===== config.mk =====
export PLATFORM = sky130hd
export DESIGN_NAME = aps_seq
export DESIGN_NICKNAME = d
export VERILOG_FILES = /design/src/aps_pkg.sv /design/src/aps_seq.sv
export SDC_FILE = /design/constraint.sdc
export NUM_CORES = 1
export LEC_CHECK = 0
export BUFFER_PORTS_ARGS = -buffer_cell sky130_fd_sc_hd__buf_2
export CORE_UTILIZATION = 35
export DETAILED_ROUTE_END_ITERATION = 16
export HOLD_SLACK_MARGIN = 0.15
export PLACE_DENSITY_LB_ADDON = 0.25
export SLEW_MARGIN = 20
export SYNTH_ARGS = -nofsm -noshare
export SYNTH_HDL_FRONTEND = slang
export SYNTH_SLANG_ARGS = --single-unit

===== constraint.sdc =====
create_clock -name clk -period 13.6 [get_ports clk]
set_clock_uncertainty 0.15 [all_clocks]
set_input_delay 2.72 -clock clk [delete_from_list [all_inputs] [get_ports clk]]
set_output_delay 2.72 -clock clk [all_outputs]
set_load 0.01 [all_outputs]

===== src/aps_pkg.sv =====
// ----------------------------------------------------------------------------
// Amicable pair search package
// Sizes, sequencer states and the result record shared by the search block.
// ----------------------------------------------------------------------------
package aps_pkg;

	// Largest searchable bound; the divisor-sum table holds one entry per number.
	localparam int MAX_LIMIT = 65536;
	localparam int ADDR_W    = $clog2(MAX_LIMIT);
	// Width that holds any clamped limit, the limit itself included.
	localparam int NUM_W     = $clog2(MAX_LIMIT + 1);
	// Multiple counter: one step past the limit must still fit.
	localparam int CNT_W     = NUM_W + 1;
	// Proper-divisor sums stay below four times the number in this range.
	localparam int SUM_W     = NUM_W + 3;

	// Fixed field widths of the two channels.
	localparam int LIMIT_W   = 17;
	localparam int MEMBER_W  = 16;
	localparam int COUNT_W   = 6;
	localparam int WIDE_W    = (LIMIT_W > NUM_W) ? LIMIT_W : NUM_W;

	localparam logic [COUNT_W-1:0] COUNT_MAX = COUNT_W'(63);

	typedef enum logic [2:0] {
		ST_IDLE,
		ST_CLEAR,
		ST_SIEVE,
		ST_SCAN_RD,
		ST_SCAN_S,
		ST_SCAN_CHK,
		ST_EMIT_PAIR,
		ST_EMIT_SUM
	} state_t;

	// One result record handed from the sequencer to the output register.
	typedef struct packed {
		logic                load;
		logic                is_pair;
		logic [MEMBER_W-1:0] larger;
		logic [MEMBER_W-1:0] smaller;
		logic [COUNT_W-1:0]  count;
		logic                last;
	} emit_t;

endpackage


===== src/aps_seq.sv =====
// ----------------------------------------------------------------------------
// Amicable pair search sequencer
// Clears and sieves the divisor-sum table, scans it and issues result records.
// ----------------------------------------------------------------------------
module aps_seq import aps_pkg::*; (
	input  logic               clk,
	input  logic               arst_n,
	input  logic               start_valid,
	input  logic [LIMIT_W-1:0] limit,
	input  logic               out_free,
	output logic               idle,
	output logic               ram_wr_en,
	output logic [ADDR_W-1:0]  ram_wr_addr,
	output logic [SUM_W-1:0]   ram_wr_data,
	output logic [ADDR_W-1:0]  ram_rd_addr,
	input  logic [SUM_W-1:0]   ram_rd_data,
	output emit_t              emit
);

	state_t             state_q, state_d;
	logic [NUM_W-1:0]   lim_q;
	logic [NUM_W-1:0]   n_q;
	logic [CNT_W-1:0]   m_q;
	logic [ADDR_W-1:0]  s_q;
	logic [COUNT_W-1:0] pair_q;
	logic               pend_s1;
	logic [ADDR_W-1:0]  wr_addr_s1;
	logic [NUM_W-1:0]   wr_add_s1;

	logic [WIDE_W-1:0]  lim_wide;
	logic [NUM_W-1:0]   lim_sat;
	logic [NUM_W-1:0]   n_inc;
	logic               n_more;
	logic               m_in;
	logic [CNT_W-1:0]   chain_next;
	logic               chain_ok;
	logic [CNT_W-1:0]   m_step;
	logic               s_lt_n;
	logic               match;
	logic               room;
	logic [SUM_W-1:0]   acc_sum;

	// Limit clamp and the loop conditions of every phase.
	always_comb begin
		lim_wide   = WIDE_W'(limit);
		lim_sat    = (lim_wide > WIDE_W'(MAX_LIMIT)) ? NUM_W'(MAX_LIMIT)
		                                             : lim_wide[NUM_W-1:0];
		n_inc      = n_q + 1'b1;
		n_more     = n_inc < lim_q;
		m_in       = m_q < CNT_W'(lim_q);
		chain_next = {n_inc, 1'b0};
		chain_ok   = chain_next < CNT_W'(lim_q);
		m_step     = m_q + CNT_W'(n_q);
		s_lt_n     = ram_rd_data < SUM_W'(n_q);
		match      = ram_rd_data == SUM_W'(n_q);
		room       = pair_q != COUNT_MAX;
		// The one accumulating adder of the read-modify-write loop.
		acc_sum    = ram_rd_data + SUM_W'(wr_add_s1);
	end

	// Next state.
	always_comb begin
		state_d = state_q;
		case (state_q)
			ST_IDLE: begin
				if (start_valid) begin
					state_d = (lim_sat != '0) ? ST_CLEAR : ST_EMIT_SUM;
				end
			end
			ST_CLEAR: begin
				if (!n_more) begin
					state_d = ST_SIEVE;
				end
			end
			ST_SIEVE: begin
				if (!m_in && !chain_ok) begin
					state_d = (lim_q > NUM_W'(1)) ? ST_SCAN_RD : ST_EMIT_SUM;
				end
			end
			ST_SCAN_RD: begin
				state_d = ST_SCAN_S;
			end
			ST_SCAN_S: begin
				if (s_lt_n) begin
					state_d = ST_SCAN_CHK;
				end else if (!n_more) begin
					state_d = ST_EMIT_SUM;
				end
			end
			ST_SCAN_CHK: begin
				if (match && room) begin
					state_d = ST_EMIT_PAIR;
				end else begin
					state_d = n_more ? ST_SCAN_RD : ST_EMIT_SUM;
				end
			end
			ST_EMIT_PAIR: begin
				if (out_free) begin
					state_d = n_more ? ST_SCAN_RD : ST_EMIT_SUM;
				end
			end
			ST_EMIT_SUM: begin
				if (out_free) begin
					state_d = ST_IDLE;
				end
			end
			default: begin
				state_d = ST_IDLE;
			end
		endcase
	end

	// Outputs: table ports and the result record.
	always_comb begin
		idle        = state_q == ST_IDLE;
		ram_wr_en   = 1'b0;
		ram_wr_addr = wr_addr_s1;
		ram_wr_data = acc_sum;
		ram_rd_addr = n_q[ADDR_W-1:0];
		emit        = '0;
		case (state_q)
			ST_CLEAR: begin
				// The first sieve pass is folded in: every number from two up starts at one.
				ram_wr_en   = 1'b1;
				ram_wr_addr = n_q[ADDR_W-1:0];
				ram_wr_data = (n_q >= NUM_W'(2)) ? SUM_W'(1) : '0;
			end
			ST_SIEVE: begin
				ram_wr_en   = pend_s1;
				ram_rd_addr = m_q[ADDR_W-1:0];
			end
			ST_SCAN_S: begin
				ram_rd_addr = s_lt_n ? ram_rd_data[ADDR_W-1:0] : n_inc[ADDR_W-1:0];
			end
			ST_EMIT_PAIR: begin
				emit.load    = out_free;
				emit.is_pair = 1'b1;
				emit.larger  = MEMBER_W'(n_q);
				emit.smaller = MEMBER_W'(s_q);
				emit.count   = pair_q + 1'b1;
			end
			ST_EMIT_SUM: begin
				emit.load  = out_free;
				emit.count = pair_q;
				emit.last  = 1'b1;
			end
			default: begin
				ram_wr_en = 1'b0;
			end
		endcase
	end

	// Control state.
	always_ff @(posedge clk or negedge arst_n) begin
		if (!arst_n) begin
			state_q <= ST_IDLE;
			pend_s1 <= 1'b0;
			pair_q  <= '0;
		end else begin
			state_q <= state_d;
			pend_s1 <= (state_q == ST_SIEVE) && m_in;
			if (state_q == ST_IDLE && start_valid) begin
				pair_q <= '0;
			end else if (state_q == ST_EMIT_PAIR && out_free) begin
				pair_q <= pair_q + 1'b1;
			end
		end
	end

	// Counters and the write stage of the sieve loop.
	always_ff @(posedge clk) begin
		wr_addr_s1 <= m_q[ADDR_W-1:0];
		wr_add_s1  <= n_q;
		case (state_q)
			ST_IDLE: begin
				if (start_valid) begin
					lim_q <= lim_sat;
					n_q   <= '0;
				end
			end
			ST_CLEAR: begin
				if (n_more) begin
					n_q <= n_inc;
				end else begin
					n_q <= NUM_W'(2);
					m_q <= CNT_W'(4);
				end
			end
			ST_SIEVE: begin
				// A chain change leaves one cycle free for the last write to land.
				if (m_in) begin
					m_q <= m_step;
				end else if (chain_ok) begin
					n_q <= n_inc;
					m_q <= chain_next;
				end else begin
					n_q <= NUM_W'(1);
				end
			end
			ST_SCAN_S: begin
				if (s_lt_n) begin
					s_q <= ram_rd_data[ADDR_W-1:0];
				end else begin
					n_q <= n_inc;
				end
			end
			ST_SCAN_CHK: begin
				if (!(match && room)) begin
					n_q <= n_inc;
				end
			end
			ST_EMIT_PAIR: begin
				if (out_free) begin
					n_q <= n_inc;
				end
			end
			default: begin
				s_q <= s_q;
			end
		endcase
	end

endmodule


==> flow_summary.toml <==
[logic_synthesis]
netlist_area_sq_mm = 0.008283
synth_edf_count = 68
synth_cell_types = 69
synth_xor_area_share_pct = 4.849
synth.avg_cell_area_sq_um = 9.214
synthFlopType = "edfxtp_1"
synth_compound_area_share_pct = 17.54
syn_nets = 1044
synth-simple-area-share_pct = 17.93
synth_seq_cells = 111
synth_top_family_by_area = "simple AND/OR/NAND/NOR gates"
ys_seq_area_share_pct = 35.65
async_flop_share_pct = 9.009
synth.area.mux_share_pct = 3.384
yosysWarnings = 0
synth_adder_area_share_pct = 15.89
synth_cells = 899

[power_and_ir_drop]
p_per_area_mw_per_mm2 = 251.0
combinationalPowerShare_pct = 61.9
switchingPower_uw = 1160
ir_drop_mv = 0.08070
p_clk_share_pct = 11.6
power.share.sequential_pct = 26.6
p_int_uw = 1258
p_leak_uw = 0.004288
netSwitchingFraction_pct = 47.97

[global_routing]
antenna_found_initial = 0
grt.total_usage_pct = 20.15
grt_max_degree = 38
grt_pass1_vias = 7016
gr-total-overflow = 0
grt_pass1_wl_mm = 37.56

[sta]
grt_setup_unrepaired = "false"
drv_slew = 0
finalSetupTns_ns = 0
hold_viol = 0
period_share_pct = 60.27
slew_headroom_pct = 30.11
setup_viol = 0
worst_pin_slew_ns = 1.046
period_needed_ns = 8.197
fmax_ghz = 0.1220
hold-worst-slack_ns = 0.3239

[layout]
layout-drive-gt1-share_pct = 20.10
antenna_cells = 0
nets = 1170
final_cell_mix = "buf_2, ha_1, edfxtp_1, nor2_1, inv_1"
layout_commonest_cell = "buf_2"
syn2layout_area_growth_pct = 16.34
final_cell_area_sq_mm = 0.009637

[critical_path]
crit_required_ns = 10.73
reg2reg_slack_ns = 8.53
crit_chain = "buf_2, ha_1, inv_1, fa_1, nand2b_1, a21oi_1, a211oi_1, o31ai_1, nor4_1, or3_1, a21oi_1, buf_2"
cp-start-kind = "input port"
cpPeakStageDelay_ns = 0.43
worst-path-max-fanout = 4
startpoint = "ram_rd_data[0]"
worstSetupEndpointType = "primary output"
endpoint = "ram_wr_data[18]"
worst-setup-path-type = "input port to primary output"
cp_slowest_cell = "o31ai_1"
rr_worst_depth = 15
reg2reg_from = "n_q[0]"
regToRegEndpoint = "m_q[17]"
arrival_ns = 5.33

[placed_design]
placed_area_sq_mm = 0.009328
gp_congestion = 0.9005
dp_hpwl_mm = 19.26
io_buffer_count = 135

[die]
dieArea_sq_mm = 0.02428
core_area_sq_mm = 0.02292
dieWidth_microns = 155.8
die_h_microns = 155.8
start_util_pct = 36.15
ios = 136
num_rows = 55

[clocking]
tritoncts = "yes"
postCtsResizedCells = 0
root_buffer = "clkbuf_16"
clkSinkCount = 111
cts_buffers = 9
clk_latency_ns = 0.36
cts_hold_repair.buffers = 0
post-cts-setup-buffers = 0
clkTransAtPathRegs_ns = 0.08
clockBufferDepth = 2
cts_htree_levels = 3

[flow_run]
cap_violations = 0

[route]
routedWlPerCell_microns = 17.88
totalWireLength_mm = 24.01
initialDrtViolationCount = 468
drc = 0
vias = 7146
firstDrtPassIters = 7
viasPerCell = 5.321
ant_nets = 0

[hold_path]
hold_class = "flip-flop to flip-flop"

[run_status]
status = "finished clean"
[metrics by stage]
| stage | utilization [%] | std cells | power (uW) | worst slack (ns) |
|---|---|---|---|---|
| floorplan | - | 899 | 1649 | 5.967 |
| CTS | 42.05 | 1343 | 2429 | 5.375 |
| detailed placement | 40.70 | 1327 | 2144 | 5.385 |
| global route | 42.05 | 1343 | 2636 | 5.170 |
| global placement | 40.70 | 1327 | 2129 | 5.449 |
| finish | 42.05 | 1343 | 2418 | 5.403 |
[metal layers]
metal	vias to the layer above	part of all wire (%)	track usage (%)
met1	3363	46	26.08
met2	196	48	34.63
met5	-	0	0
li1	3559	-	-
met3	28	4.6	2.944
met4	0	1.6	5.836
[cell type report]
cell class,instances,area [sq um]
inverters,67,251.5
multi-input cells,688,4959
clock buffers,10,229.0
flip-flops and latches,111,2953
fillers,2271,13280
clock inverters,6,80.08
well taps,313,391.6
repair buffers,148,773.2
[sequential cells by signal, indices dropped and copies added (netlist names), 3 cells and up]
signal	flops
lim_q	17
s_q	16
wr_add_s1	17
wr_addr_s1	16
state_q	3
pair_q	6
m_q	18
n_q	17
[cells by family (layout without fill, tap and decap cells)]
kind of cell	Yosys count	in the layout
AO/OA/AOI/OAI	225	225
flip-flops	111	111
adder cells (fa/ha/maj)	104	104
buffers and inverters	100	231
multiplexers	26	26
XOR/XNOR	45	45
AND/OR/NAND/NOR	288	288
[how the worst min path moves through the flow]
stage | slack [ns] | cells past startpoint | from | endpoint
final | 0.32 | 0 | m_q[7] | wr_addr_s1[7]
after global routing | 0.35 | 0 | m_q[0] | wr_addr_s1[0]
after CTS | 0.33 | 0 | m_q[8] | wr_addr_s1[8]
after detailed placement | 0.31 | 0 | m_q[8] | wr_addr_s1[8]
after global placement | 0.31 | 0 | m_q[7] | wr_addr_s1[7]
after floorplan | 0.22 | 0 | n_q[2] | wr_add_s1[2]
[critical path: cells and delay by family]
family                     cells  cell delay, ns
adders and majority gates      2            0.58
buffers and inverters          3            0.35
AOI/OAI and AO/OA              4            1.04
and+or+nand+nor                3            0.64
[cells in the mapped netlist (4+ instances only)]
cell | count | share of area, %
a21o_1 | 21 | 1.9
inv_1 | 65 | 2.9
a31oi_1 | 6 | 0.45
nor2b_1 | 26 | 2.0
mux2i_1 | 10 | 1.2
a2111oi_0 | 4 | 0.42
o22ai_1 | 6 | 0.45
nand2_1 | 46 | 2.1
dfrtp_1 | 10 | 3.0
nor2_2 | 7 | 0.53
dfxtp_1 | 33 | 8.0
o31ai_1 | 5 | 0.45
xor2_1 | 14 | 1.5
xnor2_1 | 30 | 3.2
a22oi_1 | 16 | 1.5
nand4_1 | 10 | 0.76
and2_1 | 25 | 1.9
or2_2 | 4 | 0.30
a211oi_1 | 13 | 1.2
ha_1 | 102 | 15
clkbuf_1 | 26 | 1.2
a21oi_1 | 54 | 3.3
nand2b_1 | 4 | 0.30
nand3_1 | 22 | 1.3
nor2_1 | 67 | 3.0
edfxtp_1 | 68 | 25
o21a_1 | 7 | 0.63
o211ai_1 | 8 | 0.73
nor3_1 | 30 | 1.8
o21ai_0 | 56 | 3.4
nor4_1 | 17 | 1.3
mux2_2 | 16 | 2.2
and3_1 | 13 | 0.98
or3_1 | 5 | 0.38
[power groups by stage]
stage	clock network (uW)	logic, uW	registers (uW)
global placement	0	1480	647
CTS	286	1500	641
detailed placement	0	1500	649
finish	280	1500	642
floorplan	0	1080	569
global route	297	1680	657
No activity file was read; power rests on OpenSTA's default activity.
